## src/hw/rtl/lzwd_pkg.sv

```systemverilog
`default_nettype none

package lzwd_pkg;

    localparam int BYTE_W = 8;
    localparam int WIN_AW = 11;
    localparam int WIN_DEPTH = 1 << WIN_AW;
    localparam int LEN_W = 5;
    localparam int GRP_BYTES = 4;
    localparam int GRP_IW = $clog2(GRP_BYTES);
    localparam int CNT_W = 3;
    localparam int REM_W = 4;

    localparam logic [CNT_W-1:0] CNT_LIT = CNT_W'(1);
    localparam logic [CNT_W-1:0] CNT_COPY = CNT_W'(GRP_BYTES);
    localparam logic [REM_W-1:0] FLAGS_PER_BYTE = REM_W'(8);
    localparam logic [GRP_IW-1:0] GRP_LAST_IDX = GRP_IW'(GRP_BYTES - 1);

    // token parser phase
    typedef enum logic [1:0] {
        PH_FLAG,
        PH_LIT,
        PH_OFS_LO,
        PH_OFS_HI
    } phase_t;

    // copy sequencer
    typedef enum logic [1:0] {
        ST_IDLE,
        ST_ISSUE,
        ST_DRAIN
    } ctl_state_t;

    typedef struct packed {
        logic              lit;
        logic              copy;
        logic [WIN_AW-1:0] ofs;
        logic [LEN_W-1:0]  len_m1;
    } tok_t;

endpackage

`default_nettype wire

```

## src/hw/rtl/lzwd_parser.sv

```systemverilog
`default_nettype none

module lzwd_parser (
    input  wire logic                        clk,
    input  wire logic                        rst_n,
    input  wire logic                        accept,
    input  wire logic [lzwd_pkg::BYTE_W-1:0] in_byte,
    input  wire logic                        chunk_last,
    output lzwd_pkg::tok_t                   tok
);

    lzwd_pkg::phase_t phase_reg, phase_next;
    logic [lzwd_pkg::BYTE_W-1:0] flag_bits_reg, flag_bits_next;
    logic [lzwd_pkg::REM_W-1:0] flags_rem_reg, flags_rem_next;
    logic [lzwd_pkg::REM_W-1:0] rem_m1;
    logic [lzwd_pkg::GRP_IW-1:0] lit_idx_reg, lit_idx_next;
    logic [lzwd_pkg::BYTE_W-1:0] ofs_lo_reg, ofs_lo_next;
    logic adv;

    assign rem_m1 = flags_rem_reg - lzwd_pkg::REM_W'(1);

    always_ff @(posedge clk or negedge rst_n)
    begin
        if (!rst_n)
        begin
            phase_reg     <= lzwd_pkg::PH_FLAG;
            flag_bits_reg <= '0;
            flags_rem_reg <= '0;
            lit_idx_reg   <= '0;
            ofs_lo_reg    <= '0;
        end
        else
        begin
            phase_reg     <= phase_next;
            flag_bits_reg <= flag_bits_next;
            flags_rem_reg <= flags_rem_next;
            lit_idx_reg   <= lit_idx_next;
            ofs_lo_reg    <= ofs_lo_next;
        end
    end

    // next state
    always_comb
    begin
        phase_next     = phase_reg;
        flag_bits_next = flag_bits_reg;
        flags_rem_next = flags_rem_reg;
        lit_idx_next   = lit_idx_reg;
        ofs_lo_next    = ofs_lo_reg;
        adv            = 1'b0;
        if (accept)
        begin
            unique case (phase_reg)
                lzwd_pkg::PH_FLAG:
                begin
                    flag_bits_next = in_byte;
                    flags_rem_next = lzwd_pkg::FLAGS_PER_BYTE - lzwd_pkg::REM_W'(1);
                    lit_idx_next   = '0;
                    phase_next     = in_byte[lzwd_pkg::BYTE_W-1] ? lzwd_pkg::PH_OFS_LO
                                                                 : lzwd_pkg::PH_LIT;
                end
                lzwd_pkg::PH_LIT:
                begin
                    lit_idx_next = lit_idx_reg + lzwd_pkg::GRP_IW'(1);
                    adv          = (lit_idx_reg == lzwd_pkg::GRP_LAST_IDX);
                end
                lzwd_pkg::PH_OFS_LO:
                begin
                    ofs_lo_next = in_byte;
                    phase_next  = lzwd_pkg::PH_OFS_HI;
                end
                lzwd_pkg::PH_OFS_HI:
                begin
                    adv = 1'b1;
                end
                default:
                begin
                    phase_next = lzwd_pkg::PH_FLAG;
                end
            endcase
            if (adv)
            begin
                if (flags_rem_reg == '0)
                begin
                    phase_next = lzwd_pkg::PH_FLAG;
                end
                else
                begin
                    flags_rem_next = rem_m1;
                    lit_idx_next   = '0;
                    phase_next     = flag_bits_reg[rem_m1[2:0]] ? lzwd_pkg::PH_OFS_LO
                                                                : lzwd_pkg::PH_LIT;
                end
            end
            // end of chunk drops any partial group
            if (chunk_last)
            begin
                phase_next     = lzwd_pkg::PH_FLAG;
                flags_rem_next = '0;
                lit_idx_next   = '0;
            end
        end
    end

    // token decode of the current byte
    always_comb
    begin
        tok.lit    = (phase_reg == lzwd_pkg::PH_LIT);
        tok.copy   = (phase_reg == lzwd_pkg::PH_OFS_HI);
        tok.ofs    = {in_byte[2:0], ofs_lo_reg};
        tok.len_m1 = in_byte[lzwd_pkg::BYTE_W-1:3];
    end

    a_rem_range: assert property (@(posedge clk) disable iff (!rst_n)
        flags_rem_reg <= lzwd_pkg::FLAGS_PER_BYTE)
        else $error("flag count out of range");

endmodule

`default_nettype wire

```

## config.mk

```make
export PLATFORM = sky130hd
export DESIGN_NAME = lzwd_parser
export DESIGN_NICKNAME = d
export VERILOG_FILES = /design/src/hw/rtl/lzwd_pkg.sv /design/src/hw/rtl/lzwd_parser.sv
export SDC_FILE = /design/constraint.sdc
export NUM_CORES = 1
export LEC_CHECK = 0
export BUFFER_PORTS_ARGS = -buffer_cell sky130_fd_sc_hd__buf_2
export CAP_MARGIN = 5
export CORE_UTILIZATION = 50
export CTS_CLUSTER_SIZE = 8
export DETAILED_ROUTE_END_ITERATION = 8
export PLACE_DENSITY = 0.75
export SLEW_MARGIN = 0
export SYNTH_ARGS = -nofsm -noshare
export SYNTH_HDL_FRONTEND = slang
export SYNTH_SLANG_ARGS = --single-unit
```

## constraint.sdc

```tcl
create_clock -name clk -period 2 [get_ports clk]
set_clock_uncertainty 0.15 [all_clocks]
set_input_delay 0.4 -clock clk [delete_from_list [all_inputs] [get_ports clk]]
set_output_delay 0.4 -clock clk [all_outputs]
set_load 0.005 [all_outputs]
```

# After elaboration in Yosys (flattened, before gate mapping)
# Index checks and enable logic that the tools add are counted.
[op_classes] add_sub_neg=2 magnitude_cmp=1 n_eq_ne=4 n_mux=18 n_reduce_logical=6
[op_table] cell="two-way mux 2 bit" n=8
[op_table] cell="two-way mux 4 bit" n=4
[op_table] cell="one-hot mux 2 bit (2 select lines)" n=2
[op_table] cell="== test 2 bit (second input constant)" n=3
[op_table] cell="AND reduction 2 bit" n=3
[op_table] cell="logical NOT 4 bit" n=1
[op_table] cell="less-than comparator 3 x 4 -> 1 bit (second input constant)" n=1
[op_table] cell="nonzero test 4 bit" n=1
[op_table] cell="subtractor 4 x 1 -> 4 bit (second input constant)" n=1
[op_table] cell="binary-select mux 1 bit (select 3 bit)" n=1
[op_table] cell="adder 2 x 1 -> 2 bit (second input constant)" n=1
[op_table] cell="== test 2 x 1 -> 1 bit (second input constant)" n=1
[op_table] cell="logical NOT 2 bit" n=1
[op_table] cell="two-way mux 1 bit" n=2
[op_table] cell="one-hot mux 1 bit (2 select lines)" n=1
[totals] regBits=24 output_inout_bits=18 wordCells=36

# Depth between registers and ports, before layout
[depth] depth_word=7 mapped_depth=6 ltp_nobuf=6

# Worst setup path before layout
# No wires, ideal clock.
[synth_path] path_kind="register -> register" start="register flags_rem_reg[0] in the netlist's numbering" end="register phase_reg[0]" t_arrival_ns=1.461 required_ns=1.763 setup_slack_ns=0.302 stages_incl_launch_ff=6 synth_period_minus_slack_ns=1.698 path_cell_list="dfrtp_1 -> inv_1 -> ha_1 -> mux4_1 -> mux2_2 -> o221ai_2"
[synth_between] elab_chain_len=7 elab_cells_between_ends=8 classes_between="1 x add/sub; 6 x mux; 1 x reduce/logical"
[synth_lines] element="start, declared" line_no="lzwd_parser.sv:14" text="logic [lzwd_pkg::REM_W-1:0] flags_rem_reg, flags_rem_next;"
[synth_lines] element="start signal, assigned" line_no="lzwd_parser.sv:36" text="flags_rem_reg <= flags_rem_next;"
[synth_lines] element="subtractor 4 x 1 -> 4 bit" line_no="lzwd_parser.sv:20" text="assign rem_m1 = flags_rem_reg - lzwd_pkg::REM_W'(1);"
[synth_lines] element="binary-select mux 1 bit (select 3 bit)" line_no="lzwd_parser.sv:91" text="phase_next = flag_bits_reg[rem_m1[2:0]] ? lzwd_pkg::PH_OFS_LO"
[synth_lines] element="two-way mux 1 bit (implied by the code)" line_no="lzwd_parser.sv:91"
[synth_lines] element="two-way mux 2 bit" line_no="lzwd_parser.sv:91"
[synth_lines] element="two-way mux 2 bit (*)" line_no="lzwd_parser.sv:83" text="if (flags_rem_reg == '0)"
[synth_lines] element="two-way mux 2 bit (*)" line_no="lzwd_parser.sv:81" text="if (adv)"
[synth_lines] element="two-way mux 2 bit (*)" line_no="lzwd_parser.sv:96" text="if (chunk_last)"
[synth_lines] element="end signal, assigned" line_no="lzwd_parser.sv:26" text="phase_reg <= lzwd_pkg::PH_FLAG;"
[synth_lines] element="end signal, assigned" line_no="lzwd_parser.sv:34" text="phase_reg <= phase_next;"
[synth_lines] element="end, declared" line_no="lzwd_parser.sv:12" text="lzwd_pkg::phase_t phase_reg, phase_next;"
# Mark *: on every way between the ends. The rest lies on a longest branch, timed or not. The select of a mux whose other input is x is not followed.
# A chain may end at the register's enable or synchronous reset.

# Final worst setup path
# Ends and elaborated chain as after synthesis.

==> run_summary.xml <==
<?xml version="1.0" encoding="UTF-8"?>
<metrics>
  <group name="layout">
    <metric name="insertedDiodeCount" unit="">0</metric>
    <metric name="drive_above_1_share" unit="%">31.8</metric>
    <metric name="layout_overhead_on_the_synthesized_area" unit="%">10.8</metric>
    <metric name="design.final.nets" unit="">145</metric>
    <metric name="utilization" unit="%">60.9</metric>
  </group>
  <group name="floorplan">
    <metric name="core_region_area" unit="µm²">2300</metric>
    <metric name="die-area" unit="µm²">2730</metric>
    <metric name="floorplan.rows" unit="">17</metric>
    <metric name="io_pins" unit="">30</metric>
    <metric name="chipHeight" unit="µm">52.3</metric>
    <metric name="initial_utilization" unit="%">55.0</metric>
    <metric name="horizontal_extent_of_the_die" unit="µm">52.3</metric>
  </group>
  <group name="route">
    <metric name="routed_wl" unit="mm">2.30</metric>
    <metric name="route.antenna.remaining_nets" unit="">0</metric>
    <metric name="drt_first_iter_violations" unit="">10</metric>
    <metric name="remaining_drc_errors" unit="">0</metric>
    <metric name="detailroute.via_count" unit="">880</metric>
    <metric name="vias_per_cell" unit="">5.61</metric>
    <metric name="firstDrtPassIters" unit="">4</metric>
    <metric name="routed_wire_length_per_instance" unit="µm">14.7</metric>
  </group>
  <group name="synth">
    <metric name="syn_nets" unit="">121</metric>
    <metric name="synth.yosys.warnings" unit="">0</metric>
    <metric name="synth_ff_type" unit="">sky130_fd_sc_hd__dfrtp_1</metric>
    <metric name="netlist.top_cell.by_area" unit="">sky130_fd_sc_hd__dfrtp_1</metric>
    <metric name="yosys-top-cells-area" unit="">sky130_fd_sc_hd__dfrtp_1 48%, sky130_fd_sc_hd__mux2_1 12%, sky130_fd_sc_hd__buf_4 4.8%</metric>
    <metric name="netlist.area_leader.share" unit="%">47.5</metric>
    <metric name="asyncSetResetFlopFracSynth" unit="%">100</metric>
    <metric name="mappedNetlistArea" unit="µm²">1260</metric>
    <metric name="synth_sequential_area_ratio" unit="%">47.5</metric>
    <metric name="synth_area_per_cell" unit="µm²">11.8</metric>
    <metric name="synth-seq-cells" unit="">24</metric>
    <metric name="synth_cell_types" unit="">36</metric>
    <metric name="post_synth_inst_count" unit="">107</metric>
    <metric name="synth_edf_count" unit="">0</metric>
  </group>
  <group name="setup_path">
    <metric name="path_max_fanout" unit="">6</metric>
    <metric name="critical_path_arrival" unit="ns">1.98</metric>
    <metric name="timing_worst_setup_path_type" unit="">flip-flop to flip-flop</metric>
    <metric name="path_cells" unit="">inv_1, ha_1, mux4_1, mux2_2, o221ai_2</metric>
    <metric name="ff2ff_setup_slack" unit="ns">0.10</metric>
    <metric name="cp.required" unit="ns">2.08</metric>
    <metric name="critPathSlowestCell" unit="">sky130_fd_sc_hd__dfrtp_1</metric>
    <metric name="critical_path.max_stage_delay" unit="ns">0.49</metric>
    <metric name="worst_setup_end_kind" unit="">flip-flop</metric>
    <metric name="worst_path_dominant_cell_family" unit="">multiplexers</metric>
    <metric name="path_buf_inv" unit="">1</metric>
    <metric name="timing.critical_path.from_type" unit="">flip-flop</metric>
  </group>
  <group name="global_routing">
    <metric name="grt_pass1_vias" unit="">839</metric>
    <metric name="grt_overflow_total" unit="">0</metric>
    <metric name="grt_first_pass_wirelength" unit="mm">3.82</metric>
    <metric name="initial_antenna_violation_count" unit="">0</metric>
    <metric name="grt_max_degree" unit="">25</metric>
    <metric name="track_usage" unit="%">19.6</metric>
  </group>
  <group name="sta">
    <metric name="final-max-slew-violation-count" unit="">0</metric>
    <metric name="max_slew_margin" unit="%">64.1</metric>
    <metric name="finalWorstPathRequiredPeriod" unit="ns">1.90</metric>
    <metric name="max_slew.worst_pin.slew" unit="ns">0.538</metric>
    <metric name="final-setup-viol-count" unit="">0</metric>
    <metric name="hold_viol_final" unit="">0</metric>
    <metric name="unrepaired_setup_endpoints_after_global_routing" unit="">false</metric>
    <metric name="final_min_period_over_clock_period" unit="%">94.9</metric>
    <metric name="fmax" unit="GHz">0.527</metric>
    <metric name="timing.setup.tns" unit="ns">0</metric>
  </group>
  <group name="power">
    <metric name="leakagePower" unit="nW">0.657</metric>
    <metric name="sw_frac_of_total" unit="%">34.1</metric>
    <metric name="p_per_area" unit="nW/µm²">1240</metric>
    <metric name="power_switching" unit="µW">592</metric>
    <metric name="worst_ir_drop_vdd" unit="mV">0.750</metric>
    <metric name="relative_contribution_of_sequential_cells_to_total_power" unit="%">48.8</metric>
    <metric name="share_comb_of_total_power" unit="%">39.3</metric>
    <metric name="p_clk_share" unit="%">11.9</metric>
    <metric name="p_int" unit="mW">1.14</metric>
  </group>
  <group name="placement">
    <metric name="place.detailed.hpwl" unit="mm">1.73</metric>
    <metric name="gp_congestion" unit="">0.826</metric>
    <metric name="port_bufs" unit="">29</metric>
  </group>
  <group name="hold_path">
    <metric name="holdCritPathClass" unit="">input port to flip-flop</metric>
  </group>
  <group name="clock_tree">
    <metric name="max-clock-path-buffers" unit="">2</metric>
    <metric name="post_cts_resize_count" unit="">0</metric>
    <metric name="cts.clk_slew.worst_paths" unit="ns">0.13</metric>
    <metric name="clock_insertion_delay_worst_skew" unit="ns">0.30</metric>
    <metric name="cts_hold_buffers" unit="">1</metric>
    <metric name="root_buffer" unit="">sky130_fd_sc_hd__clkbuf_4</metric>
    <metric name="cts.htree.levels" unit="">1</metric>
    <metric name="cts_tree" unit="">yes</metric>
    <metric name="sink_count" unit="">24</metric>
    <metric name="post_cts_buffers" unit="">0</metric>
    <metric name="numCtsBuffers" unit="">3</metric>
  </group>
  <group name="outcome">
    <metric name="run_status" unit="">completed</metric>
  </group>
  <group name="run">
    <metric name="cap_viol_max_count" unit="">0</metric>
  </group>
</metrics>
-- Yosys cell counts (all sizes together) (2+ instances only) --
master	number
mux2	16
mux4	2
o32ai	2
clkbuf	3
nand3	3
nor3b	2
nand2	4
o31ai	2
a21oi	2
a21o	2
inv	6
o21a	3
nor2	5
buf	11
dfrtp	24
o21ai	5
ha	2
-- power groups by stage --
stage / clock network (mW) / registers, mW / logic [mW]
2_1_floorplan: 0 / 0.802 / 0.520
3_3_place_gp: 0 / 0.841 / 0.656
3_5_place_dp: 0 / 0.858 / 0.687
4_1_cts: 0.213 / 0.847 / 0.692
5_1_grt: 0.235 / 0.878 / 0.750
6_report: 0.207 / 0.845 / 0.681
-- worst reg2reg max path, stage by stage, from the launching register on --
cell and delay, ns:
sky130_fd_sc_hd__dfrtp_1 0.49, sky130_fd_sc_hd__inv_1 0.07, sky130_fd_sc_hd__ha_1 0.34, sky130_fd_sc_hd__mux4_1 0.34, sky130_fd_sc_hd__mux2_2 0.30, sky130_fd_sc_hd__o221ai_2 0.15
-- through the flow --
step	area (µm²)	hold WS, ns	worst slack [ns]	total power [mW]	cells
finish	1400	0.176	0.102	1.73	157
global route	1400	0.162	0.0148	1.86	157
CTS	1400	0.174	0.0857	1.75	157
detailed placement	1370	0.261	0.124	1.55	153
global placement	1370	0.261	0.251	1.50	153
floorplan	1260	-0.0456	0.302	1.32	107
-- area by class of cell --
class | count | area, µm²
Clock buffer | 3 | 22.5
Tap cell | 28 | 35.0
Timing Repair Buffer | 33 | 178
Sequential cell | 24 | 601
Multi-Input combinational cell | 63 | 542
Inverter | 6 | 22.5
Fill cell | 200 | 897
-- path summary, 6_finish.rpt --
| path | startpoint | endpoint | cells after the start |
|---|---|---|---|
| worst max-delay path | flags_rem_reg[0] | phase_reg[0] | 5 |
| worst min-delay path | in_byte[5] | ofs_lo_reg[5] | 2 |
| worst max register to register | flags_rem_reg[0] | phase_reg[0] | 5 |
| worst min register to register | flag_bits_reg[2] | flag_bits_reg[2] | 1 |
| max in group asynchronous | rst_n | flags_rem_reg[0] | 2 |
| min in group asynchronous | rst_n | phase_reg[1] | 2 |
-- cell families after synthesis --
family / Yosys count / share of synthesized area, %
buf+inv: 20 / 9.60
xor+xnor: 1 / 0.693
compound gates: 22 / 12.9
flops: 24 / 47.5
fa+ha+maj: 2 / 1.98
simple gates: 19 / 8.12
mux: 19 / 19.2
-- cells in the final DEF (no fill, tap or decap), types with 4 or more instances in the layout --
master,n
sky130_fd_sc_hd__buf_2,29
sky130_fd_sc_hd__dfrtp_1,24
sky130_fd_sc_hd__mux2_1,14
sky130_fd_sc_hd__inv_1,6
sky130_fd_sc_hd__nor2_1,4
sky130_fd_sc_hd__nand2_1,4
sky130_fd_sc_hd__o21ai_0,4
-- layer usage --
| layer | vias up | routed length, µm | global-route usage [%] |
|---|---|---|---|
| li1 | 425 | - | - |
| met1 | 427 | 1080 | 26.4 |
| met2 | 24 | 1100 | 31.0 |
| met3 | 4 | 83 | 4.06 |
| met4 | 0 | 35 | 7.89 |
| met5 | - | 0 | 0 |
Power figures use the tool's default switching activity.
